$ cat config.mk
export PLATFORM = sky130hd
export DESIGN_NAME = radiotext_frame_decoder_unit_flat
export DESIGN_NICKNAME = d
export VERILOG_FILES = /design/src/sv/rtfd_pkg.sv /design/src/sv/rtfd_if.sv /design/src/sv/rtfd_ram.sv /design/src/sv/radiotext_frame_decoder_unit.sv /design/src/flat_wrapper.sv
export SDC_FILE = /design/constraint.sdc
export NUM_CORES = 1
export LEC_CHECK = 0
export BUFFER_PORTS_ARGS = -buffer_cell sky130_fd_sc_hd__buf_2
export CORE_MARGIN = 2
export CORE_UTILIZATION = 57
export DETAILED_ROUTE_END_ITERATION = 16
export HOLD_SLACK_MARGIN = 0.08
export PLACE_DENSITY = 0.76
export SETUP_SLACK_MARGIN = 0.5
export SLEW_MARGIN = 25
export SYNTH_ARGS = -nofsm -noshare
export SYNTH_HDL_FRONTEND = slang
export SYNTH_SLANG_ARGS = --single-unit
export TNS_END_PERCENT = 1
$ cat constraint.sdc
create_clock -name i_clk -period 5 [get_ports i_clk]
set_clock_uncertainty 0.1 [all_clocks]
set_input_delay 0.75 -clock i_clk [delete_from_list [all_inputs] [get_ports i_clk]]
set_output_delay 0.75 -clock i_clk [all_outputs]
set_load 0.1 [all_outputs]
$ cat src/sv/rtfd_pkg.sv
`timescale 1ns / 1ps
`default_nettype none
// ----------------------------------------------------------------------------
// rtfd_pkg
// shared constants and helper functions of the radiotext frame decoder
// ----------------------------------------------------------------------------
package rtfd_pkg;

    localparam logic [7:0]  START_BYTE   = 8'hFE;
    localparam logic [7:0]  ELEM_RT      = 8'h0A;
    localparam logic [7:0]  MAX_ELEM_LEN = 8'd65;
    localparam logic [7:0]  MIN_ELEM_LEN = 8'd2;
    localparam logic [7:0]  MIN_FRM_LEN  = 8'd4;
    localparam logic [15:0] CRC_INIT     = 16'hFFFF;
    localparam logic [7:0]  SPACE_CHAR   = 8'h20;

    // one byte of crc-ccitt, byte-wise formulation
    function automatic logic [15:0] crc_step(input logic [15:0] crc, input logic [7:0] b);
        logic [15:0] x;
        logic [7:0]  lo;
        x  = {crc[7:0], crc[15:8]} ^ {8'h00, b};
        x  = x ^ {12'h000, x[7:4]};
        lo = x[7:0];
        x  = x ^ {lo[3:0], 12'h000} ^ {3'b000, lo, 5'b00000};
        return x;
    endfunction

    // rds umlaut codes to latin-1, unknown upper codes become space
    function automatic logic [7:0] map_char(input logic [7:0] c);
        logic [7:0] m;
        if (!c[7]) begin
            m = c;
        end else begin
            unique case (c)
                8'h8D:   m = 8'hDF;
                8'h91:   m = 8'hE4;
                8'hD1:   m = 8'hC4;
                8'h97:   m = 8'hF6;
                8'hD7:   m = 8'hD6;
                8'h99:   m = 8'hFC;
                8'hD9:   m = 8'hDC;
                default: m = SPACE_CHAR;
            endcase
        end
        return m;
    endfunction

endpackage
`default_nettype wire

$ cat src/sv/rtfd_if.sv
`timescale 1ns / 1ps
`default_nettype none
// ----------------------------------------------------------------------------
// rtfd interfaces
// valid/ready channels for frame bytes in and text items out
// ----------------------------------------------------------------------------
interface rtfd_in_if;
    logic       valid;
    logic       ready;
    logic [7:0] data_byte;

    modport source (output valid, output data_byte, input ready);
    modport sink   (input valid, input data_byte, output ready);
endinterface

interface rtfd_out_if;
    logic       valid;
    logic       ready;
    logic [7:0] text_char;
    logic [5:0] char_index;
    logic       last;
    logic       crc_ok;

    modport source (output valid, output text_char, output char_index, output last,
                    output crc_ok, input ready);
    modport sink   (input valid, input text_char, input char_index, input last,
                    input crc_ok, output ready);
endinterface
`default_nettype wire

$ cat src/sv/rtfd_ram.sv
`timescale 1ns / 1ps
`default_nettype none
// ----------------------------------------------------------------------------
// rtfd_ram
// simple dual-port ram, one write and one registered read per cycle
// ----------------------------------------------------------------------------
module rtfd_ram #(
    parameter int WIDTH = 8,
    parameter int DEPTH = 64
) (
    input  wire logic                     i_clk,
    input  wire logic                     i_we,
    input  wire logic [$clog2(DEPTH)-1:0] i_wr_addr,
    input  wire logic [WIDTH-1:0]         i_wr_data,
    input  wire logic                     i_re,
    input  wire logic [$clog2(DEPTH)-1:0] i_rd_addr,
    output logic      [WIDTH-1:0]         o_rd_data
);

    logic [WIDTH-1:0] r_mem [DEPTH];

    always_ff @(posedge i_clk) begin
        if (i_we) begin
            r_mem[i_wr_addr] <= i_wr_data;
        end
        if (i_re) begin
            o_rd_data <= r_mem[i_rd_addr];
        end
    end

endmodule
`default_nettype wire

$ cat src/sv/radiotext_frame_decoder_unit.sv
`timescale 1ns / 1ps
`default_nettype none
// ----------------------------------------------------------------------------
// radiotext_frame_decoder_unit
// uecp radiotext frame parser with crc check and trimmed text output
// ----------------------------------------------------------------------------
// Frame bytes enter on i_in, one per cycle while ready is high. The parser
// hunts for the 0xFE start byte, walks the frame header, requires the
// radiotext element code, checks the element length and writes the mapped
// text characters into a TEXT_DEPTH-entry text RAM. A crc-ccitt covers every
// byte from the one after the start byte to the last text byte. On the low
// crc byte a good frame drains its text from the RAM, trailing spaces trimmed,
// one character per cycle while the output register is free; a bad frame
// gives one item with crc_ok low. Every byte but the last goes straight in; the
// last byte of a good frame holds the input off until all of its (up to 64)
// characters have been loaded into the output register, so the frame end grows
// with the character count, set by the single read port of the text RAM. The
// output register lets new bytes in while the final item still waits. The RAM
// needs no clearing pass: only entries written in the current frame are read.
// ----------------------------------------------------------------------------
module radiotext_frame_decoder_unit
    import rtfd_pkg::*;
#(
    parameter int TEXT_DEPTH = 64
) (
    input  wire logic  i_clk,
    input  wire logic  i_rst_n,
    rtfd_in_if.sink    i_in,
    rtfd_out_if.source o_out
);

    localparam int AW = $clog2(TEXT_DEPTH);

    // frame positions
    typedef enum logic [3:0] {
        PH_HUNT    = 4'd0,
        PH_ADDR_HI = 4'd1,
        PH_ADDR_LO = 4'd2,
        PH_SEQ     = 4'd3,
        PH_MFL     = 4'd4,
        PH_MEC     = 4'd5,
        PH_DSN     = 4'd6,
        PH_PSN     = 4'd7,
        PH_MEL     = 4'd8,
        PH_STATUS  = 4'd9,
        PH_TEXT    = 4'd10,
        PH_CRC_HI  = 4'd11,
        PH_CRC_LO  = 4'd12
    } t_phase;

    // accepting bytes, or draining text from the ram
    typedef enum logic {
        S_IN    = 1'b0,
        S_DRAIN = 1'b1
    } t_state;

    t_state      r_state,   n_state;
    t_phase      r_phase,   n_phase;
    logic [7:0]  r_frm_len, n_frm_len;
    logic [6:0]  r_rem,     n_rem;
    logic [6:0]  r_wp,      n_wp;
    logic [5:0]  r_last_ns, n_last_ns;
    logic [15:0] r_crc,     n_crc;
    logic [7:0]  r_rx_hi,   n_rx_hi;
    logic [5:0]  r_rd_idx,  n_rd_idx;

    // output register
    logic        r_o_valid, n_o_valid;
    logic [7:0]  r_o_char,  n_o_char;
    logic [5:0]  r_o_idx,   n_o_idx;
    logic        r_o_last,  n_o_last;
    logic        r_o_ok,    n_o_ok;

    // text ram port signals
    logic          w_we;
    logic [AW-1:0] w_wr_addr;
    logic [7:0]    w_wr_data;
    logic          w_re;
    logic [5:0]    w_rd_idx;
    logic [8:0]    w_rd_ext;
    logic [8:0]    w_wp_ext;
    logic [7:0]    w_rd_data;

    logic        w_in_acc;
    logic        w_out_free;
    logic [7:0]  w_c;
    logic [7:0]  w_map;
    logic        w_len_bad;

    assign w_c        = i_in.data_byte;
    assign w_out_free = !r_o_valid || o_out.ready;
    // the frame end needs the output register, everything else goes straight in
    assign i_in.ready = (r_state == S_IN) && ((r_phase != PH_CRC_LO) || w_out_free);
    assign w_in_acc   = i_in.valid && i_in.ready;

    assign w_map    = map_char(w_c);
    assign w_wp_ext = {2'b00, r_wp};
    assign w_rd_ext = {3'b000, w_rd_idx};

    // element length checks, frame length guard first so the subtract is safe
    assign w_len_bad = (w_c < MIN_ELEM_LEN) || (w_c > MAX_ELEM_LEN) ||
                       (r_frm_len < MIN_FRM_LEN) ||
                       ({1'b0, w_c} > ({1'b0, r_frm_len} - {1'b0, MIN_FRM_LEN}));

    always_comb begin
        n_state   = r_state;
        n_phase   = r_phase;
        n_frm_len = r_frm_len;
        n_rem     = r_rem;
        n_wp      = r_wp;
        n_last_ns = r_last_ns;
        n_crc     = r_crc;
        n_rx_hi   = r_rx_hi;
        n_rd_idx  = r_rd_idx;
        n_o_valid = r_o_valid && !o_out.ready;
        n_o_char  = r_o_char;
        n_o_idx   = r_o_idx;
        n_o_last  = r_o_last;
        n_o_ok    = r_o_ok;
        w_we      = 1'b0;
        w_wr_addr = w_wp_ext[AW-1:0];
        w_wr_data = w_map;
        w_re      = 1'b0;
        w_rd_idx  = r_rd_idx + 6'd1;

        unique case (r_state)
            S_IN: begin
                if (w_in_acc) begin
                    // crc restarts on the first byte after the start byte
                    if (r_phase == PH_ADDR_HI) begin
                        n_crc = crc_step(CRC_INIT, w_c);
                    end else if ((r_phase >= PH_ADDR_LO) && (r_phase <= PH_TEXT)) begin
                        n_crc = crc_step(r_crc, w_c);
                    end

                    unique case (r_phase)
                        PH_HUNT: begin
                            if (w_c == START_BYTE) n_phase = PH_ADDR_HI;
                        end
                        PH_ADDR_HI: n_phase = PH_ADDR_LO;
                        PH_ADDR_LO: n_phase = PH_SEQ;
                        PH_SEQ:     n_phase = PH_MFL;
                        PH_MFL: begin
                            n_frm_len = w_c;
                            n_phase   = PH_MEC;
                        end
                        PH_MEC:    n_phase = (w_c == ELEM_RT) ? PH_DSN : PH_HUNT;
                        PH_DSN:    n_phase = PH_PSN;
                        PH_PSN:    n_phase = PH_MEL;
                        PH_MEL: begin
                            if (w_len_bad) begin
                                n_phase = PH_HUNT;
                            end else begin
                                n_rem     = w_c[6:0] - 7'd2;
                                n_wp      = '0;
                                n_last_ns = '0;
                                n_phase   = PH_STATUS;
                            end
                        end
                        PH_STATUS: n_phase = PH_TEXT;
                        PH_TEXT: begin
                            // characters past the end of a small store are dropped
                            if (w_wp_ext < 9'(TEXT_DEPTH)) begin
                                w_we = 1'b1;
                                if (w_map != SPACE_CHAR) n_last_ns = r_wp[5:0];
                            end
                            n_wp = r_wp + 7'd1;
                            if (r_rem != '0) begin
                                n_rem = r_rem - 7'd1;
                            end else begin
                                n_phase = PH_CRC_HI;
                            end
                        end
                        PH_CRC_HI: begin
                            n_rx_hi = w_c;
                            n_phase = PH_CRC_LO;
                        end
                        PH_CRC_LO: begin
                            if ({r_rx_hi, w_c} == ~r_crc) begin
                                // good frame: fetch the first character
                                w_re     = 1'b1;
                                w_rd_idx = '0;
                                n_rd_idx = '0;
                                n_state  = S_DRAIN;
                            end else begin
                                n_o_valid = 1'b1;
                                n_o_char  = '0;
                                n_o_idx   = '0;
                                n_o_last  = 1'b1;
                                n_o_ok    = 1'b0;
                            end
                            n_phase = PH_HUNT;
                        end
                        default: n_phase = (w_c == START_BYTE) ? PH_ADDR_HI : PH_HUNT;
                    endcase
                end
            end
            S_DRAIN: begin
                // ram data holds until the output register takes it
                if (w_out_free) begin
                    n_o_valid = 1'b1;
                    n_o_char  = w_rd_data;
                    n_o_idx   = r_rd_idx;
                    n_o_last  = (r_rd_idx == r_last_ns);
                    n_o_ok    = 1'b1;
                    if (r_rd_idx == r_last_ns) begin
                        n_state = S_IN;
                    end else begin
                        w_re     = 1'b1;
                        n_rd_idx = r_rd_idx + 6'd1;
                    end
                end
            end
            default: n_state = S_IN;
        endcase
    end

    always_ff @(posedge i_clk) begin
        if (!i_rst_n) begin
            r_state   <= S_IN;
            r_phase   <= PH_HUNT;
            r_frm_len <= '0;
            r_rem     <= '0;
            r_wp      <= '0;
            r_last_ns <= '0;
            r_crc     <= CRC_INIT;
            r_rx_hi   <= '0;
            r_rd_idx  <= '0;
            r_o_valid <= 1'b0;
        end else begin
            r_state   <= n_state;
            r_phase   <= n_phase;
            r_frm_len <= n_frm_len;
            r_rem     <= n_rem;
            r_wp      <= n_wp;
            r_last_ns <= n_last_ns;
            r_crc     <= n_crc;
            r_rx_hi   <= n_rx_hi;
            r_rd_idx  <= n_rd_idx;
            r_o_valid <= n_o_valid;
        end
        r_o_char <= n_o_char;
        r_o_idx  <= n_o_idx;
        r_o_last <= n_o_last;
        r_o_ok   <= n_o_ok;
    end

    rtfd_ram #(
        .WIDTH(8),
        .DEPTH(TEXT_DEPTH)
    ) u_text_ram (
        .i_clk     (i_clk),
        .i_we      (w_we),
        .i_wr_addr (w_wr_addr),
        .i_wr_data (w_wr_data),
        .i_re      (w_re),
        .i_rd_addr (w_rd_ext[AW-1:0]),
        .o_rd_data (w_rd_data)
    );

    assign o_out.valid      = r_o_valid;
    assign o_out.text_char  = r_o_char;
    assign o_out.char_index = r_o_idx;
    assign o_out.last       = r_o_last;
    assign o_out.crc_ok     = r_o_ok;

endmodule
`default_nettype wire

$ cat src/flat_wrapper.sv
// flat-port wrapper written by rule: the top's interface ports become plain ports
module radiotext_frame_decoder_unit_flat import rtfd_pkg::*;
#(
    parameter int TEXT_DEPTH = 64
)
  (i_clk, i_rst_n, i_in_valid, i_in_data_byte, i_in_ready, o_out_valid, o_out_text_char, o_out_char_index, o_out_last, o_out_crc_ok, o_out_ready);
  rtfd_in_if i_in_i ();
  rtfd_out_if o_out_i ();
  input  wire logic i_clk;
  input  wire logic i_rst_n;
  input wire logic [$bits(i_in_i.valid)-1:0] i_in_valid;
  input wire logic [$bits(i_in_i.data_byte)-1:0] i_in_data_byte;
  output wire logic [$bits(i_in_i.ready)-1:0] i_in_ready;
  output wire logic [$bits(o_out_i.valid)-1:0] o_out_valid;
  output wire logic [$bits(o_out_i.text_char)-1:0] o_out_text_char;
  output wire logic [$bits(o_out_i.char_index)-1:0] o_out_char_index;
  output wire logic [$bits(o_out_i.last)-1:0] o_out_last;
  output wire logic [$bits(o_out_i.crc_ok)-1:0] o_out_crc_ok;
  input wire logic [$bits(o_out_i.ready)-1:0] o_out_ready;
  assign i_in_i.valid = i_in_valid;
  assign i_in_i.data_byte = i_in_data_byte;
  assign i_in_ready = i_in_i.ready;
  assign o_out_valid = o_out_i.valid;
  assign o_out_text_char = o_out_i.text_char;
  assign o_out_char_index = o_out_i.char_index;
  assign o_out_last = o_out_i.last;
  assign o_out_crc_ok = o_out_i.crc_ok;
  assign o_out_i.ready = o_out_ready;
  radiotext_frame_decoder_unit #(.TEXT_DEPTH(TEXT_DEPTH)) u_core (.i_clk(i_clk), .i_rst_n(i_rst_n), .i_in(i_in_i), .o_out(o_out_i));
endmodule
Word-level counts from Yosys, hierarchy flattened --
Memories as Yosys holds them, arrays and structs flattened. A register that Yosys moved wholly into a read port is not among the register bits. Index checks and enable logic that the tools add are counted.
Operators by class: $add $sub $neg 5, $lt $le $gt $ge 7, eq/ne operators 37, muxes and demuxes 68, bitwise logic cells 10, reduce and logical (&&, ||, !) cells 24
Operators with widths (count):
- 6-bit 2-to-1 mux | 16
- 8-bit equality test, second input constant | 8
- 8-bit one-hot mux with 7 select lines | 1
- 4-bit one-hot mux with 13 select lines | 1
- 8-bit 2-to-1 mux | 5
- 6-bit one-hot mux with 2 select lines | 3
- 16-bit 2-to-1 mux | 2
- 16-bit by 13-bit XOR with 16-bit output | 2
- 16-bit XOR | 2
- 16-bit by 4-bit XOR with 16-bit output | 2
- 7-bit one-hot mux with 2 select lines | 2
- 1-bit 2-to-1 mux | 25
- 7-bit 2-to-1 mux | 3
- 4-bit equality test, second input constant | 5
- 16-bit equality test | 1
- 4-bit by 3-bit equality test with 1-bit output, second input constant | 4
- 16-bit NOT | 1
- 8-bit NOT with 16-bit output | 1
- 8-bit one-hot mux with 2 select lines | 1
- 16-bit by 8-bit XOR with 16-bit output | 1
- 2-bit inequality test, second input constant | 7
- 4-bit 2-to-1 mux | 3
- 4-bit AND reduction | 3
- 2-bit by 1-bit inequality test with 1-bit output, second input constant | 5
- other kinds (30) | 47
Word-level totals: flip-flop bits (word level) 80, RAM bits 512, input port bits 12, output and inout port bits 18, word-level logic and storage cells 166, memories 1
Memory list:
- u_core.u_text_ram.r_mem | words 64, width 8, read ports 1, clocked after Yosys merged registers in 1, write ports 1, line rtfd_ram.sv:20 | logic [WIDTH-1:0] r_mem [DEPTH];

Longest topological paths before layout --
depth after elaboration 9, gate-level depth with buffers 14, gate-level depth less buffers 13

By module --
A second synthesis with hierarchy kept.
Unflattened totals: cell total of the unflattened synthesis 1498, area, all modules 25197.9 sq um
By module, submodules not included:
- rtfd_ram | times used 1, cells each 909, area each 20219.4 sq um, sequential area each 15615.0 sq um
- radiotext_frame_decoder_unit | times used 1, cells each 589, area each 4978.5 sq um, sequential area each 1761.7 sq um

Worst setup path before layout --
Ideal clock, no wire load.
path type input to register, start in i_in_data_byte[2], end mem u_core.u_text_ram.r_mem[0][3], data pin, setup time 0.702 ns, arrival 4.204 ns, required time 4.198 ns, setup slack -0.006 ns, stages 4, path buffers 1, cell sequence buf_1 > inv_1 > or4_1 > o21ai_0
On the way: longest elaborated chain between the ends 3, elaborated cells between the ends (all ways) 9, classes of those cells eq/ne (7); mux (2)
Ends and longest elaborated chain:
- start: declaration | line flat_wrapper.sv:12 | input wire logic [$bits(i_in_i.data_byte)-1:0] i_in_data_byte;
- 8-bit equality test | line rtfd_pkg.sv:34 | unique case (c)
- 8-bit one-hot mux with 7 select lines (*) | line rtfd_pkg.sv:34
- 8-bit 2-to-1 mux (*) | line rtfd_pkg.sv:31 | if (!c[7]) begin
- via u_core.u_text_ram.i_wr_data[3] | line rtfd_ram.sv:14 | input wire logic [WIDTH-1:0] i_wr_data,
- end: declaration | line rtfd_ram.sv:20
Mark *: on every way through the listed nets, which the timed path passes. The rest lies on a longest branch.

Final worst setup path --
start reg u_core.r_phase[0], end mem u_core.u_text_ram.r_mem[12][3] (enable)
On the way: longest elaborated chain between the ends 8, elaborated cells between the ends (all ways) 10, classes of those cells eq/ne (2); mux (5); reduce/logical (3)
Ends and longest elaborated chain:
- start: declaration | line radiotext_frame_decoder_unit.sv:58 | t_phase r_phase, n_phase;
- start signal: assignment | line radiotext_frame_decoder_unit.sv:232 | r_phase <= n_phase;
- 4-bit inequality test | line radiotext_frame_decoder_unit.sv:93 | assign i_in.ready = (r_state == S_IN) && ((r_phase != PH_CRC_LO) || w_out_free);
- 1-bit logical OR | line radiotext_frame_decoder_unit.sv:93
- 1-bit logical AND | line radiotext_frame_decoder_unit.sv:93
- 1-bit logical AND | line radiotext_frame_decoder_unit.sv:94 | assign w_in_acc = i_in.valid && i_in.ready;
- 1-bit 2-to-1 mux (*) | line radiotext_frame_decoder_unit.sv:128 | if (w_in_acc) begin
- 1-bit 2-to-1 mux (*) | line radiotext_frame_decoder_unit.sv:126 | unique case (r_state)
- 1-bit 2-to-1 mux (*) | line rtfd_ram.sv:23 | if (i_we) begin
- 1-bit 2-to-1 mux (implied by the code) (*) | line rtfd_ram.sv:24 | r_mem[i_wr_addr] <= i_wr_data;
Mark *: on every way between the ends. The rest lies on a longest branch, timed or not.

==> results.toml <==
[run_status]
status = "completed"

[sta]
finalCriticalPeriod_ps = 4019
maxSlewHeadroom_pct = 24.88
finalSetupTns_ps = 0
final.period_utilization_pct = 80.39
finalHoldViolCount = 0
fmax_mhz = 248.8
finalSetupViolations = 0
finalMaxSlewViolations = 0
rsz0062_at_grt = "no"
tightest_slew_ps = 1123

[clock_network]
clkLatencyLatePin_ps = 640
numCtsBuffers = 59
cts_num_sinks = 600
post-cts-setup-buffers = 0
postCtsHoldBufs = 0
cts_resized = 0
clk_pin_slew_worst_paths_ps = 60
clockRootBuffer = "clkbuf_16"
ctsHtreeMaxLevel = 2
cts_buffer_depth = 3
cts_tree = "built"

[worst_setup_path]
cp.required_ps = 5140
cp_max_fo = 13
worst_path_largest_cell_delay_ps = 810
cp-start-kind = "register"
cp_slowest_cell = "nor2_1"
critPathKind = "register to register"
crit_path_cell_trace = "nand2b_1 > nor3b_1 > a21oi_1 > nand2_1 > nor4_1 > nand2_1 > nor2_1"
cp_common_cell = "nand2_1"
arrival_ps = 4160
endpoint_kind = "register"

[final_layout]
drive_above_1_share_pct = 14.47
layout.nets = 1873
antennaDiodeCount = 0
area_growth_pct = 10.92

[logic_synthesis]
avgSynthCellArea_um2 = 14.01
async_flop_share_pct = 0
synthXorXnorAreaFrac_pct = 2.778
syn_area_um2 = 25540
ys_ff_latch = 600
synth_top_family_by_area = "compound AO/OA/AOI/OAI gates"
synth_edf_count = 536
synth.mux.area_fraction_pct = 7.784
synth_cell_types = 80
yosysWarnings = 0
synthCells = 1823
seq_area_frac_synth_pct = 68.03
synth_adder_area_share_pct = 0.6858
ys.flop_type = "edfxtp_1"
synth_nets = 1849
synthSimpleGateAreaFrac_pct = 8.553
synth_compound_area_share_pct = 9.910

[floorplanning]
core_um2 = 44220
initial_utilization_pct = 57.76
die-height_um = 215.7
dieWidth_um = 215.7
row_count = 77
design.portCount = 30
dieArea_um2 = 46520

[global_routing]
grt_pass1_vias = 15594
grt_use_total_pct = 29.28
grt_max_degree = 119
grt-ovfl-total = 0
grt_pass1_wl_um = 101100
antenna_found_initial = 1

[power]
irDropWorstVdd_uv = 375.9
p_leak_nw = 8.718
total_power_mw = 9.953
p_per_area_nw_per_um2 = 351.3

[drt]
drc = 0
dr.pass1.iters = 6
avgViaCountPerCell = 6.639
wl_per_cell_um = 27.51
wl_um = 68370
via_count = 16497
ant_nets = 0
drt-initial-drc-count = 2423

[job]
drv_cap = 0

[placement]
io_buffers = 29
dp_hpwl_um = 42950
gp_congestion = 1.024

[min_path]
min_path_type = "register to register"
[power breakdown]
| group | total, mW | leakage, nW | internal (mW) | switching (mW) |
|---|---|---|---|---|
| combinational | 0.208 | 2.87 | 0.0524 | 0.156 |
| clock | 4.29 | 0.898 | 2.41 | 1.88 |
| sequential | 5.46 | 4.94 | 5.45 | 0.00452 |
| total | 9.95 | 8.72 | 7.91 | 2.04 |
[layer usage]
layer / share of wire [%] / vias up / GRT usage, %
li1: - / 7051 / -
met1: 39 / 8121 / 41.75
met2: 44 / 1141 / 43.26
met3: 12 / 184 / 7.357
met4: 4.4 / 0 / 12.34
met5: 0 / - / 0
[logic make-up after synthesis]
group,after synthesis
multiplexers,138
adder cells (fa/ha/maj),14
buffers and inverters,140
flip-flops,600
AO/OA/AOI/OAI,375
AND/OR/NAND/NOR,475
XOR/XNOR,81
[state kept, by name, indices dropped and copies added, names as in the netlist]
| signal | count |
|---|---|
| u_core.o_out.char_index | 6 |
| u_core.r_last_ns | 6 |
| u_core.r_rd_idx | 6 |
| u_core.u_text_ram.r_mem | 512 |
| u_core.r_frm_len | 8 |
| u_core.u_text_ram.o_rd_data | 8 |
| u_core.o_out.crc_ok | 1 |
| u_core.r_crc | 16 |
| u_core.o_out.valid | 1 |
| u_core.r_rx_hi | 8 |
| u_core.o_out.last | 1 |
| u_core.r_state | 1 |
| u_core.r_wp | 7 |
| u_core.r_rem | 7 |
| u_core.o_out.text_char | 8 |
| u_core.r_phase | 4 |
[placed cells by master, fill, tap and decap left out, types with 25 or more instances in the layout]
cell / instances
edfxtp_1: 536
nor2_1: 183
nand2_1: 123
o21ai_0: 82
a21oi_1: 71
mux2i_1: 67
dfxtp_1: 63
clkbuf_16: 59
xnor2_1: 56
buf_4: 49
mux4_2: 46
nor3_1: 33
buf_2: 29
nand3_1: 28
mux2_2: 25
o211ai_1: 25
[worst max-delay path, delay by kind of cell, from the launching register on]
family	cells	cell delay [ps]
simple gates	6	2770
flops	1	550
compound gates	1	210
[worst paths after layout]
check,startpoint,endpoint,slack (ps),cells after the start
hold reg to reg,u_core.r_rem[5],u_core.r_rem[5],380,2
hold / removal,u_core.r_rem[5],u_core.r_rem[5],380,2
setup / recovery,u_core.r_phase[0],u_core.u_text_ram.r_mem[12][3],980,7
setup reg to reg,u_core.r_phase[0],u_core.u_text_ram.r_mem[12][3],980,7
[through the flow]
| step | utilization (%) | area [um2] | setup WS (ps) | hold slack (ps) | cells |
|---|---|---|---|---|---|
| floorplan | - | 25540 | 289.7 | 351.7 | 1823 |
| global placement | 59.81 | 26450 | 1081 | 367.7 | 2378 |
| detailed placement | 59.83 | 26460 | 951.9 | 370.9 | 2378 |
| CTS | 64.04 | 28320 | 1001 | 379.0 | 2485 |
| global route | 64.07 | 28330 | 728.3 | 409.1 | 2485 |
| finish | 64.07 | 28330 | 980.7 | 381.7 | 2485 |
[cells in the mapped netlist (all sizes together) (12+ instances only)]
master / instances / share of area (%)
a21oi: 74 / 1.5
buf: 45 / 0.86
nand3: 28 / 0.55
nand4: 13 / 0.38
mux4: 46 / 4.1
edfxtp: 536 / 63
nor2b: 19 / 0.47
o221ai: 12 / 0.41
a211oi: 12 / 0.35
mux2: 25 / 1.1
inv: 22 / 0.32
clkbuf: 72 / 1.1
o22ai: 15 / 0.37
nand2: 124 / 1.8
nor2: 186 / 2.8
ha: 14 / 0.69
and2: 22 / 0.54
mux2i: 67 / 2.6
xnor2: 59 / 2.0
nor4: 13 / 0.34
dfxtp: 64 / 5.0
nor3: 34 / 0.69
o21ai: 98 / 2.0
o211ai: 25 / 0.73
xor2: 22 / 0.75
a31oi: 18 / 0.44
[final cells by class]
type | count | area, um2
clock buffers | 76 | 1550
clock inverters | 31 | 312.8
fillers | 3097 | 15890
inverters | 23 | 86.33
multi-input cells | 1083 | 7707
flip-flops and latches | 600 | 17380
well taps | 592 | 740.7
repair buffers | 80 | 553.0
Note: power is estimated with default switching activity, not from simulation.
